**src/rtl/dll_pkg.sv**
```systemverilog
package dll_pkg;

  localparam int NODES = 64;
  localparam int DATA_WIDTH = 32;
  localparam int IDX_W = $clog2(NODES);
  localparam int PTR_W = IDX_W + 1;
  localparam int CNT_W = PTR_W;
  localparam logic [PTR_W-1:0] NIL = PTR_W'(NODES);

  localparam logic [3:0] OP_INS_FRONT  = 4'd0;
  localparam logic [3:0] OP_INS_BACK   = 4'd1;
  localparam logic [3:0] OP_INS_AFTER  = 4'd2;
  localparam logic [3:0] OP_INS_BEFORE = 4'd3;
  localparam logic [3:0] OP_PEEK_FRONT = 4'd4;
  localparam logic [3:0] OP_PEEK_BACK  = 4'd5;
  localparam logic [3:0] OP_POP_FRONT  = 4'd6;
  localparam logic [3:0] OP_POP_BACK   = 4'd7;
  localparam logic [3:0] OP_REMOVE     = 4'd8;
  localparam logic [3:0] OP_CONTAINS   = 4'd9;
  localparam logic [3:0] OP_COUNT      = 4'd10;
  localparam logic [3:0] OP_REVERSE    = 4'd11;

  localparam logic [1:0] ST_OK       = 2'd0;
  localparam logic [1:0] ST_EMPTY    = 2'd1;
  localparam logic [1:0] ST_NOTFOUND = 2'd2;
  localparam logic [1:0] ST_FULL     = 2'd3;

  localparam logic [3:0] DC_NONE     = 4'd0;
  localparam logic [3:0] DC_LATCH    = 4'd1;
  localparam logic [3:0] DC_RD_CUR   = 4'd2;
  localparam logic [3:0] DC_CMP      = 4'd3;
  localparam logic [3:0] DC_ALLOC    = 4'd4;
  localparam logic [3:0] DC_LINK_N   = 4'd5;
  localparam logic [3:0] DC_LINK_A   = 4'd6;
  localparam logic [3:0] DC_LINK_B   = 4'd7;
  localparam logic [3:0] DC_UNLINK_P = 4'd8;
  localparam logic [3:0] DC_UNLINK_Q = 4'd9;
  localparam logic [3:0] DC_FREE     = 4'd10;
  localparam logic [3:0] DC_REV_SWAP = 4'd11;
  localparam logic [3:0] DC_REV_END  = 4'd12;
  localparam logic [3:0] DC_DONE     = 4'd13;
  localparam logic [3:0] DC_RD_END   = 4'd14;

  typedef struct packed {
    logic [3:0] code;
  } dll_cmd_t;

  typedef struct packed {
    logic [3:0]       op;
    logic             no_nodes;
    logic             can_grab;
    logic             step_end;
    logic             match;
    logic             at_found;
  } dll_stat_t;

endpackage

```
**src/rtl/dll_ram.sv**
```systemverilog
module dll_ram #(
  parameter int WIDTH = 8,
  parameter int DEPTH = 16
) (
  input  logic                     clk,
  input  logic                     we,
  input  logic [$clog2(DEPTH)-1:0] waddr,
  input  logic [WIDTH-1:0]         wdata,
  input  logic [$clog2(DEPTH)-1:0] raddr,
  output logic [WIDTH-1:0]         rdata
);
  logic [WIDTH-1:0] mem [DEPTH];

  always_ff @(posedge clk) begin
    if (we) mem[waddr] <= wdata;
    rdata <= mem[raddr];
  end
endmodule

```
**src/rtl/dll_datapath.sv**
```systemverilog
module dll_datapath (
  input  logic                         clk,
  input  logic                         rst_n,
  input  dll_pkg::dll_cmd_t            cmd,
  input  logic [3:0]                   in_opcode,
  input  logic signed [31:0]           in_key,
  input  logic signed [31:0]           in_value,
  output dll_pkg::dll_stat_t           stat,
  output logic [1:0]                   res_status,
  output logic signed [31:0]           res_data,
  output logic                         res_found,
  output logic [6:0]                   res_count,
  output logic [6:0]                   res_length
);
  import dll_pkg::*;

  logic [3:0] op_r;
  logic [DATA_WIDTH-1:0] key_r, val_r;
  logic [PTR_W-1:0] head_r, head_nxt, tail_r, tail_nxt, free_r, free_nxt;
  logic [PTR_W-1:0] fresh_r, fresh_nxt, cnt_r, cnt_nxt;
  logic [PTR_W-1:0] cur_r, cur_nxt, at_r, at_nxt, n_r, n_nxt;
  logic [PTR_W-1:0] p_r, p_nxt, q_r, q_nxt;
  logic [CNT_W-1:0] steps_r, steps_nxt, match_r, match_nxt;
  logic at_found_r, at_found_nxt;
  logic [1:0] status_r, status_nxt;
  logic [DATA_WIDTH-1:0] data_r, data_nxt;
  logic found_r, found_nxt;

  logic v_we, nx_we, pv_we;
  logic [IDX_W-1:0] v_wa, nx_wa, pv_wa, rd_a;
  logic [DATA_WIDTH-1:0] v_wd, v_rd;
  logic [PTR_W-1:0] nx_wd, pv_wd, nx_rd, pv_rd;

  dll_ram #(.WIDTH(DATA_WIDTH), .DEPTH(NODES)) u_val (
    .clk, .we(v_we), .waddr(v_wa), .wdata(v_wd), .raddr(rd_a), .rdata(v_rd));
  dll_ram #(.WIDTH(PTR_W), .DEPTH(NODES)) u_nxt (
    .clk, .we(nx_we), .waddr(nx_wa), .wdata(nx_wd), .raddr(rd_a), .rdata(nx_rd));
  dll_ram #(.WIDTH(PTR_W), .DEPTH(NODES)) u_prv (
    .clk, .we(pv_we), .waddr(pv_wa), .wdata(pv_wd), .raddr(rd_a), .rdata(pv_rd));

  logic [PTR_W-1:0] a_w, b_w, grab_n;

  always_comb begin
    if (op_r == OP_INS_FRONT) begin
      a_w = NIL; b_w = head_r;
    end else if (op_r == OP_INS_BACK) begin
      a_w = tail_r; b_w = NIL;
    end else if (op_r == OP_INS_AFTER) begin
      a_w = at_r; b_w = q_r;
    end else begin
      a_w = p_r; b_w = at_r;
    end
    grab_n = (free_r != NIL) ? free_r : fresh_r;
  end

  assign stat.op = op_r;
  assign stat.no_nodes = (head_r == NIL);
  assign stat.can_grab = (free_r != NIL) || (fresh_r != NIL);
  assign stat.step_end = (cur_r == NIL) || (steps_r == CNT_W'(NODES));
  assign stat.match = (v_rd == key_r);
  assign stat.at_found = at_found_r;

  always_comb begin
    head_nxt = head_r; tail_nxt = tail_r; free_nxt = free_r;
    fresh_nxt = fresh_r; cnt_nxt = cnt_r; cur_nxt = cur_r;
    at_nxt = at_r; n_nxt = n_r; p_nxt = p_r; q_nxt = q_r;
    steps_nxt = steps_r; match_nxt = match_r; at_found_nxt = at_found_r;
    status_nxt = status_r; data_nxt = data_r; found_nxt = found_r;
    v_we = 1'b0; nx_we = 1'b0; pv_we = 1'b0;
    v_wa = '0; nx_wa = '0; pv_wa = '0;
    v_wd = val_r; nx_wd = '0; pv_wd = '0;
    rd_a = cur_r[IDX_W-1:0];
    case (cmd.code)
      DC_LATCH: begin
        status_nxt = ST_OK; data_nxt = '0; found_nxt = 1'b0;
        match_nxt = '0; steps_nxt = '0; at_found_nxt = 1'b0;
        if (in_opcode == OP_PEEK_BACK || in_opcode == OP_POP_BACK) cur_nxt = tail_r;
        else cur_nxt = head_r;
        at_nxt = NIL;
      end
      DC_RD_CUR: ;
      DC_CMP: begin
        if (v_rd == key_r) begin
          at_found_nxt = 1'b1; at_nxt = cur_r; p_nxt = pv_rd; q_nxt = nx_rd;
          match_nxt = match_r + 1'b1;
        end
        cur_nxt = nx_rd;
        steps_nxt = steps_r + 1'b1;
      end
      DC_RD_END: begin
        n_nxt = cur_r; p_nxt = pv_rd; q_nxt = nx_rd;
        data_nxt = v_rd;
      end
      DC_ALLOC: begin
        n_nxt = grab_n;
        if (free_r != NIL) begin
          rd_a = free_r[IDX_W-1:0];
        end else begin
          fresh_nxt = fresh_r + 1'b1;
        end
      end
      DC_LINK_N: begin
        if (free_r == n_r) free_nxt = nx_rd;
        v_we = 1'b1; v_wa = n_r[IDX_W-1:0];
        nx_we = 1'b1; nx_wa = n_r[IDX_W-1:0]; nx_wd = b_w;
        pv_we = 1'b1; pv_wa = n_r[IDX_W-1:0]; pv_wd = a_w;
        cnt_nxt = cnt_r + 1'b1;
      end
      DC_LINK_A: begin
        if (a_w != NIL) begin
          nx_we = 1'b1; nx_wa = a_w[IDX_W-1:0]; nx_wd = n_r;
        end else head_nxt = n_r;
        if (b_w != NIL) begin
          pv_we = 1'b1; pv_wa = b_w[IDX_W-1:0]; pv_wd = n_r;
        end else tail_nxt = n_r;
      end
      DC_UNLINK_P: begin
        if (p_r != NIL) begin
          nx_we = 1'b1; nx_wa = p_r[IDX_W-1:0]; nx_wd = q_r;
        end else head_nxt = q_r;
        if (q_r != NIL) begin
          pv_we = 1'b1; pv_wa = q_r[IDX_W-1:0]; pv_wd = p_r;
        end else tail_nxt = p_r;
      end
      DC_FREE: begin
        nx_we = 1'b1; nx_wa = n_r[IDX_W-1:0]; nx_wd = free_r;
        free_nxt = n_r;
        if (cnt_r != '0) cnt_nxt = cnt_r - 1'b1;
      end
      DC_REV_SWAP: begin
        nx_we = 1'b1; nx_wa = cur_r[IDX_W-1:0]; nx_wd = pv_rd;
        pv_we = 1'b1; pv_wa = cur_r[IDX_W-1:0]; pv_wd = nx_rd;
        cur_nxt = nx_rd;
        steps_nxt = steps_r + 1'b1;
      end
      DC_REV_END: begin
        head_nxt = tail_r; tail_nxt = head_r;
      end
      DC_UNLINK_Q: begin
        n_nxt = at_r;
        p_nxt = p_r; q_nxt = q_r;
      end
      DC_LINK_B: status_nxt = ST_NOTFOUND;
      DC_DONE: begin
        if (op_r == OP_CONTAINS) found_nxt = at_found_r;
      end
      default: ;
    endcase
  end

  always_ff @(posedge clk) begin
    if (!rst_n) begin
      head_r <= NIL; tail_r <= NIL; free_r <= NIL; fresh_r <= '0; cnt_r <= '0;
    end else begin
      head_r <= head_nxt; tail_r <= tail_nxt; free_r <= free_nxt;
      fresh_r <= fresh_nxt; cnt_r <= cnt_nxt;
    end
  end

  always_ff @(posedge clk) begin
    if (cmd.code == DC_LATCH) begin
      op_r <= in_opcode;
      key_r <= DATA_WIDTH'(in_key);
      val_r <= DATA_WIDTH'(in_value);
    end
    cur_r <= cur_nxt; at_r <= at_nxt; n_r <= n_nxt; p_r <= p_nxt; q_r <= q_nxt;
    steps_r <= steps_nxt; match_r <= match_nxt; at_found_r <= at_found_nxt;
    status_r <= status_nxt; data_r <= data_nxt; found_r <= found_nxt;
  end

  assign res_status = status_r;
  assign res_data = 32'(signed'(data_r));
  assign res_found = found_r;
  assign res_count = (op_r == OP_COUNT) ? 7'(match_r) : 7'd0;
  assign res_length = 7'(cnt_r);
endmodule

```
**src/rtl/dll_ctrl.sv**
```systemverilog
module dll_ctrl (
  input  logic               clk,
  input  logic               rst_n,
  input  logic               start,
  output logic               busy,
  input  dll_pkg::dll_stat_t stat,
  output dll_pkg::dll_cmd_t  cmd,
  output logic               set_status,
  output logic [1:0]         new_status,
  output logic               done
);
  import dll_pkg::*;

  localparam logic [3:0] S_IDLE = 4'd0, S_DISP = 4'd1, S_SRD = 4'd2, S_SCMP = 4'd3,
    S_SDEC = 4'd4, S_ALLOC = 4'd5, S_LN = 4'd6, S_LA = 4'd7, S_ERD = 4'd8,
    S_EGET = 4'd9, S_UNL = 4'd10, S_FREE = 4'd11, S_RRD = 4'd12, S_RSW = 4'd13,
    S_OUT = 4'd14, S_ARD = 4'd15;

  logic [3:0] st_r, st_nxt;
  logic done_nxt, done_r;
  logic [1:0] ns;
  logic setst;

  always_comb begin
    st_nxt = st_r; cmd.code = DC_NONE; done_nxt = 1'b0; setst = 1'b0; ns = ST_OK;
    case (st_r)
      S_IDLE: if (start && !done_r) begin
        cmd.code = DC_LATCH; st_nxt = S_DISP;
      end
      S_DISP: begin
        case (stat.op)
          OP_INS_FRONT, OP_INS_BACK: st_nxt = S_ALLOC;
          OP_INS_AFTER, OP_INS_BEFORE, OP_REMOVE, OP_CONTAINS, OP_COUNT:
            st_nxt = S_SRD;
          OP_PEEK_FRONT, OP_PEEK_BACK, OP_POP_FRONT, OP_POP_BACK:
            if (stat.no_nodes) begin
              setst = 1'b1; ns = ST_EMPTY; st_nxt = S_OUT;
            end else st_nxt = S_ERD;
          OP_REVERSE: st_nxt = S_RRD;
          default: st_nxt = S_OUT;
        endcase
      end
      S_SRD: if (stat.step_end) st_nxt = S_SDEC;
             else st_nxt = S_SCMP;
      S_SCMP: begin
        cmd.code = DC_CMP;
        if (stat.match && stat.op != OP_COUNT) st_nxt = S_SDEC;
        else st_nxt = S_SRD;
      end
      S_SDEC: begin
        if (stat.op == OP_CONTAINS || stat.op == OP_COUNT) begin
          cmd.code = DC_DONE; st_nxt = S_OUT;
        end else if (!stat.at_found) begin
          setst = 1'b1; ns = ST_NOTFOUND; st_nxt = S_OUT;
        end else if (stat.op == OP_REMOVE) begin
          cmd.code = DC_UNLINK_Q; st_nxt = S_UNL;
        end else st_nxt = S_ALLOC;
      end
      S_ALLOC: if (stat.can_grab) begin
        cmd.code = DC_ALLOC; st_nxt = S_ARD;
      end else begin
        setst = 1'b1; ns = ST_FULL; st_nxt = S_OUT;
      end
      S_ARD: begin cmd.code = DC_LINK_N; st_nxt = S_LA; end
      S_LA: begin cmd.code = DC_LINK_A; st_nxt = S_OUT; end
      S_ERD: st_nxt = S_EGET;
      S_EGET: begin
        cmd.code = DC_RD_END;
        if (stat.op >= OP_POP_FRONT) st_nxt = S_UNL;
        else st_nxt = S_OUT;
      end
      S_UNL: begin cmd.code = DC_UNLINK_P; st_nxt = S_FREE; end
      S_FREE: begin cmd.code = DC_FREE; st_nxt = S_OUT; end
      S_RRD: if (stat.step_end) begin
        cmd.code = DC_REV_END; st_nxt = S_OUT;
      end else st_nxt = S_RSW;
      S_RSW: begin cmd.code = DC_REV_SWAP; st_nxt = S_RRD; end
      S_OUT: begin done_nxt = 1'b1; st_nxt = S_IDLE; end
      default: st_nxt = S_IDLE;
    endcase
  end

  always_ff @(posedge clk) begin
    if (!rst_n) begin
      st_r <= S_IDLE; done_r <= 1'b0;
    end else begin
      st_r <= st_nxt; done_r <= done_nxt;
    end
  end

  assign busy = (st_r != S_IDLE) || done_r;
  assign set_status = setst;
  assign new_status = ns;
  assign done = done_r;

  assert property (@(posedge clk) disable iff (!rst_n) done_r |=> !done_r)
    else $error("done held");
  assert property (@(posedge clk) disable iff (!rst_n)
    (st_r == S_IDLE && start && !done_r) |=> st_r == S_DISP)
    else $error("start lost");
  assert property (@(posedge clk) disable iff (!rst_n) done_r |-> st_r == S_IDLE)
    else $error("done outside idle");
endmodule

```
**src/rtl/doubly_linked_list_engine_top.sv**
```systemverilog
// Channel | Ports                                          | Handshake
// in      | in_opcode, in_key, in_value                     | start & !busy
// out     | out_status, out_data_out, out_found,           | out_valid, one cycle
//         | out_match_count, out_length                    |
// One item at a time. Key search and count walk the list, reading then
// comparing each node; reverse walks it, reading then swapping each node's
// links. The list holds up to 64 nodes. busy stays high through the result
// cycle.
// Synchronous active-low reset empties the list at once; no clearing pass.
// The receiver cannot stall: each result shows for one cycle with out_valid.
module doubly_linked_list_engine_top (
  input  logic               clk,
  input  logic               rst_n,
  input  logic               start,
  output logic               busy,
  input  logic [3:0]         in_opcode,
  input  logic signed [31:0] in_key,
  input  logic signed [31:0] in_value,
  output logic               out_valid,
  output logic [1:0]         out_status,
  output logic signed [31:0] out_data_out,
  output logic               out_found,
  output logic [6:0]         out_match_count,
  output logic [6:0]         out_length
);
  import dll_pkg::*;

  dll_cmd_t cmd;
  dll_stat_t stat;
  logic set_status, done;
  logic [1:0] new_status, dp_status;
  logic [1:0] ovr_r;
  logic ovr_v_r;

  dll_ctrl u_ctrl (
    .clk, .rst_n, .start, .busy, .stat, .cmd,
    .set_status, .new_status, .done);

  dll_datapath u_dp (
    .clk, .rst_n, .cmd, .in_opcode, .in_key, .in_value, .stat,
    .res_status(dp_status), .res_data(out_data_out), .res_found(out_found),
    .res_count(out_match_count), .res_length(out_length));

  always_ff @(posedge clk) begin
    if (!rst_n) begin
      ovr_v_r <= 1'b0;
    end else if (cmd.code == DC_LATCH) begin
      ovr_v_r <= 1'b0;
    end else if (set_status) begin
      ovr_v_r <= 1'b1;
    end
    if (set_status) ovr_r <= new_status;
  end

  assign out_valid = done;
  assign out_status = ovr_v_r ? ovr_r : dp_status;
endmodule
```
**config.mk**
```make
export PLATFORM = sky130hd
export DESIGN_NAME = doubly_linked_list_engine_top
export DESIGN_NICKNAME = d
export VERILOG_FILES = /design/src/rtl/dll_pkg.sv /design/src/rtl/dll_ram.sv /design/src/rtl/dll_datapath.sv /design/src/rtl/dll_ctrl.sv /design/src/rtl/doubly_linked_list_engine_top.sv
export SDC_FILE = /design/constraint.sdc
export NUM_CORES = 2
export LEC_CHECK = 0
export BUFFER_PORTS_ARGS = -buffer_cell sky130_fd_sc_hd__buf_2
export CAP_MARGIN = 15
export CORE_MARGIN = 1
export CORE_UTILIZATION = 65
export DETAILED_ROUTE_END_ITERATION = 6
export GPL_ROUTABILITY_DRIVEN = 0
export HOLD_SLACK_MARGIN = 0.02
export PLACE_DENSITY = 0.79
export RECOVER_POWER = 100
export SYNTH_ARGS = -nofsm -noshare
export SYNTH_HDL_FRONTEND = slang
export SYNTH_HIERARCHICAL = 1
export SYNTH_SLANG_ARGS = --single-unit
```
**constraint.sdc**
```tcl
create_clock -name clk -period 14.53 [get_ports clk]
set_input_delay 1.453 -clock clk [delete_from_list [all_inputs] [get_ports clk]]
set_output_delay 1.453 -clock clk [all_outputs]
set_load 0.01 [all_outputs]
```
# Word level (Yosys, flattened, before mapping)
# Memories as Yosys holds them, arrays and structs flattened. A register that Yosys moved wholly into a read port is not among the register bits.
# Index checks and enable logic that the tools add are counted.
# word_totals
ff_bits	196
out_inout_bits	51
ram_bits	2944
in_bits	71
mem_count	3
word_cells	230
# op_classes
n_reduce_logical	38
eq_ne	61
n_bitwise	2
n_mux	97
n_addsub	5
magnitude_cmp	1
# mem_list
name	words	width	read_ports	rd_ports_with_merged_regs	wr	line	source
u_dp.u_val.mem	64	32	1	1	1	dll_ram.sv:12	logic [WIDTH-1:0] mem [DEPTH];
u_dp.u_nxt.mem	64	7	1	1	1	dll_ram.sv:12	
u_dp.u_prv.mem	64	7	1	1	1	dll_ram.sv:12	
# op_table
operator	n
7-bit two-way mux	23
7-bit one-hot mux with 2 select lines	8
4-bit == test (second input constant)	19
32-bit one-hot mux with 2 select lines	1
7-bit one-hot mux with 3 select lines	3
4-bit by 3-bit == test with 1-bit output (second input constant)	13
4-bit one-hot mux with 13 select lines	1
6-bit one-hot mux with 4 select lines	2
4-bit one-hot mux with 11 select lines	1
6-bit two-way mux	7
7-bit != test (second input constant)	6
7-bit one-hot mux with 5 select lines	1
32-bit == test	1
4-bit two-way mux	8
7-bit by 1-bit adder with 7-bit output (second input constant)	4
7-bit one-hot mux with 4 select lines	1
1-bit two-way mux	22
7-bit == test (second input constant)	3
4-bit by 2-bit == test with 1-bit output (second input constant)	5
4-bit one-hot mux with 4 select lines	1
3-bit two-way mux	5
2-bit nonzero test	7
4-bit by 1-bit == test with 1-bit output (second input constant)	3
2-bit two-way mux	6
other kinds (24)	53

# Depth between registers and ports, before layout
# logic_depth
depth_word	10
ltp_mapped	23
depth_no_buf	18

# By module
# Netlist, hierarchy kept.
# by_module_without_submodules
mod	cells_per_inst	seq_area_each_um2	area_per_inst_um2	instances
dll_ram (u_dp.u_val)	3324	62139.6	78515.3	1
dll_ram (u_dp.u_nxt)	834	13593.0	17649.4	1
dll_ram (u_dp.u_prv)	827	13593.0	17635.7	1
dll_datapath	822	5265.0	9313.9	1
dll_ctrl	109	100.1	764.5	1
doubly_linked_list_engine_top	8	80.1	126.4	1

# Least setup slack after synthesis
# OpenSTA, ideal clock, no wires.
# synth_path
path_kind	flip-flop to flip-flop
from	register u_dp.cur_r[1]
to	memory u_dp/u_val/mem[48][0] (netlist name) (enable)
stages_incl_launch_ff	15
t_required_ns	14.069
synth_period_minus_slack_ns	6.451
t_arrival_ns	5.990
path_buffers	3
setup_time_ns	0.461
path_slack_ns	8.079
path_cell_list	edfxtp_1 or4b_2 o41ai_1 and3_1 a21oi_1 o21ai_0 nand2b_1 or2_1 buf_2 inv_1 clkbuf_1 and2_1 clkbuf_1 nand4b_1 nor3_1
# synth_lines
item	line	source
from (decl)	dll_datapath.sv:21	logic [PTR_W-1:0] cur_r, cur_nxt, at_r, at_nxt, n_r, n_nxt;
from (signal assigned)	dll_datapath.sv:166	cur_r <= cur_nxt; at_r <= at_nxt; n_r <= n_nxt; p_r <= p_nxt; q_r <= q_nxt;
to (decl)	dll_ram.sv:12	

==> results.cfg <==
[clock_network]
cts_setup_buffers = 0
cts_tree = done
clkSlewWorstSetupHoldPaths_ns = 0.06
cts_buffers = 321
clock_path_buffers = 4
ctsHoldBuffers = 0
clk_latency_ns = 0.94
root_buffer = clkbuf_16
cts_sinks = 3185
cts_resized = 0
htree_levels = 5

[yosys]
ys_seq_area_share_pct = 76.4
synthCells = 5924
synth_edf_count = 3098
syn-num-nets = 6006
synthArstFlopShare_pct = 0
synthTopCellsByArea = edfxtp_1 75%, mux4_2 14%, dfxtp_1 1.4%
yosys.area.top_type_share_pct = 75.0
syn_area_per_cell_um2 = 20.9
synth.distinct_cells = 94
yosysTopAreaCell = edfxtp_1
synth_flop_cell = edfxtp_1
syn_area_um2 = 124000
ys_seq_elements = 3185
yosys_warnings = 6

[power]
ir_drop_uv = 229
p_leak_nw = 43.3
power_density_nw_per_um2 = 203

[drt]
antenna_left = 0
first_pass_iters = 7
avgRoutedWirePerCell_um = 37.2
first_iter_violations = 10553
vias = 65431
drc = 40
wl_um = 333000
vias_per_cell = 7.31

[placed_design]
place_area_um2 = 128000
portBuffers = 121
place_inst = 8377
dp_hpwl_um = 175000

[sta]
max_slew_margin_pct = -155
hold_viol = 0
setup_viol = 0
max_freq_mhz = 88.4
timing.final.crit_period_ns = 11.31
fin_crit_sh_pct = 77.8
slew_viol_final = 5298
rsz0062_at_grt = no
skew_ns = 0.0632
fin_tns_setup_ns = 0
max_slew.worst_pin.slew_ns = 3.82

[global_routing]
grt_max_degree = 127
antenna_found_initial = 19
grt_pass1_vias = 66231
grt_pass1_wl_um = 472000
grt_use_total_pct = 34.9
overflow = 0

[die]
start_util_pct = 65.8
coreArea_um2 = 189000
fp.dieH_um = 439
rows = 159
die_w_um = 439
die_area_um2 = 193000
pin_count = 122

[layout]
area_growth_pct = 10.8
stdcell_area_um2 = 137000
layout.cells.non_filler = 8945
final_nets = 6296
final_core_util_pct = 72.8
drive_gt1_share_pct = 22.1

[setup_path]
required_ns = 15.29
timing.rr.end = u_dp/u_val/rdata[8]
cp.arrival_ns = 12.07
crit_end = u_dp/u_val/rdata[8]
crit_type = flop to flop
start_kind = flop
reg2reg_depth = 16
cp_max_fo = 60
worstSetupEndpointType = flop
crit_start = u_dp/cur_r[1]
rr_startpoint = u_dp/cur_r[1]
reg2reg_slack_ns = 3.22

[run]
maxCapViolCount = 126

[run_status]
outcome = complete, but fails checks
violations = DRC, capacitance limit, slew limit

[worst_hold_path]
hold_path_depth = 2
hold_path.class = flop to flop
==> stage by stage <==
stage,total power [mW],worst slack [ns],hold WS (ns)
floorplan,16.8,8.08,0.409
global placement,19.4,5.88,0.476
detailed placement,19.6,5.68,0.484
CTS,27.7,5.56,0.496
global route,28.5,2.77,0.514
finish,27.9,3.22,0.511
==> layout make-up <==
| cell class | instances | area, µm² |
|---|---|---|
| Inverter | 24 | 91.3 |
| Clock buffer | 414 | 8660 |
| Sequential cell | 3185 | 94800 |
| Clock inverter | 141 | 1380 |
| Tap cell | 2495 | 3120 |
| Timing Repair Buffer | 296 | 1480 |
| Antenna cell | 4 | 10.0 |
| Multi-Input combinational cell | 2386 | 27900 |
| Fill cell | 10217 | 51200 |
==> where the power goes <==
| part | switching (mW) | internal [mW] | leakage (nW) |
|---|---|---|---|
| Clock | 3.41 | 4.66 | 4.88 |
| Sequential | 0.354 | 11.5 | 29.3 |
| Combinational | 5.17 | 2.82 | 9.19 |
==> how the worst min path moves through the flow <==
| stage | to | from |
|---|---|---|
| floorplan | u_dp/p_r[0] | u_dp/u_prv/rdata[0] |
| finish | u_dp/res_length[3] | u_dp/res_length[3] |
| global placement | u_dp/res_length[2] | u_dp/res_length[2] |
| global route | u_dp/p_r[2] | u_dp/u_prv/rdata[2] |
| CTS | u_dp/res_length[3] | u_dp/res_length[3] |
| detailed placement | u_dp/res_length[3] | u_dp/res_length[3] |
==> placed cells by master (no fill, tap or decap), types with 37 or more instances in the layout <==
| cell | n |
|---|---|
| a21oi_1 | 103 |
| a22oi_1 | 45 |
| and2_0 | 45 |
| buf_2 | 71 |
| buf_4 | 43 |
| clkbuf_1 | 248 |
| clkbuf_16 | 328 |
| clkinv_1 | 46 |
| clkinv_2 | 45 |
| dfxtp_1 | 87 |
| edfxtp_1 | 3098 |
| mux2i_1 | 146 |
| mux4_2 | 768 |
| nand2_1 | 143 |
| nand3_1 | 53 |
| nor2_1 | 279 |
| nor2_4 | 47 |
| nor3_1 | 47 |
| o21ai_0 | 46 |
| o221ai_1 | 52 |
| o22ai_1 | 117 |
| xor2_1 | 37 |
==> routing by layer <==
metal / vias to the layer above / track usage, % / wire, µm
met5: - / 0 / 77
met4: 10 / 19.6 / 22900
met3: 1141 / 7.63 / 42000
met2: 5564 / 56.0 / 161000
met1: 33429 / 45.0 / 107000
li1: 25287 / - / -
==> Yosys cell counts, drive strengths merged (13+ instances only) <==
cell    count
edfxtp   3098
mux4      768
nor2      326
buf       179
clkbuf    150
mux2i     146
nand2     143
o22ai     117
a21oi     103
dfxtp      87
and2       72
o21ai      55
nand3      53
o221ai     52
nor3       48
a22oi      45
xor2       37
nand2b     34
nor2b      33
inv        24
a22o       20
xnor2      20
nand3b     19
nor4       19
o31ai      19
or3        18
nand4      16
a211oi     15
a21o       15
nor3b      15
and3       13
or3b       13
==> worst max-delay path, stage by stage, from the launching register on <==
cell	delay, ns
edfxtp_1	0.48
or4b_2	0.69
o41ai_1	0.73
and3_1	0.26
a21oi_1	0.04
o21ai_0	1.03
nand2b_1	0.34
nor3_1	1.44
nand2_1	0.58
a22o_4	0.71
clkbuf_1	1.23
nor2b_1	1.08
clkbuf_1	0.87
a22oi_1	0.24
and3_1	0.25
o32ai_1	0.89
nor3_1	0.12
==> kinds of logic after synthesis <==
group | Yosys count | share of synthesized area (%)
compound gates | 533 | 2.96
xor+xnor | 57 | 0.403
fa+ha+maj | 11 | 0.117
buf+inv | 353 | 1.41
flops | 3185 | 76.4
mux | 920 | 15.2
other cells | 1 | 0.00302
simple gates | 864 | 3.50
==> sequential cells by signal (all words and copies together) (netlist names), 32 cells and up <==
name,count
u_dp/u_val/rdata,32
u_dp/u_val/mem,2048
u_dp/u_prv/mem,448
u_dp/key_r,32
u_dp/res_data,32
u_dp/v_wd,32
u_dp/u_nxt/mem,448
Note: power is estimated with default switching activity, not from simulation.
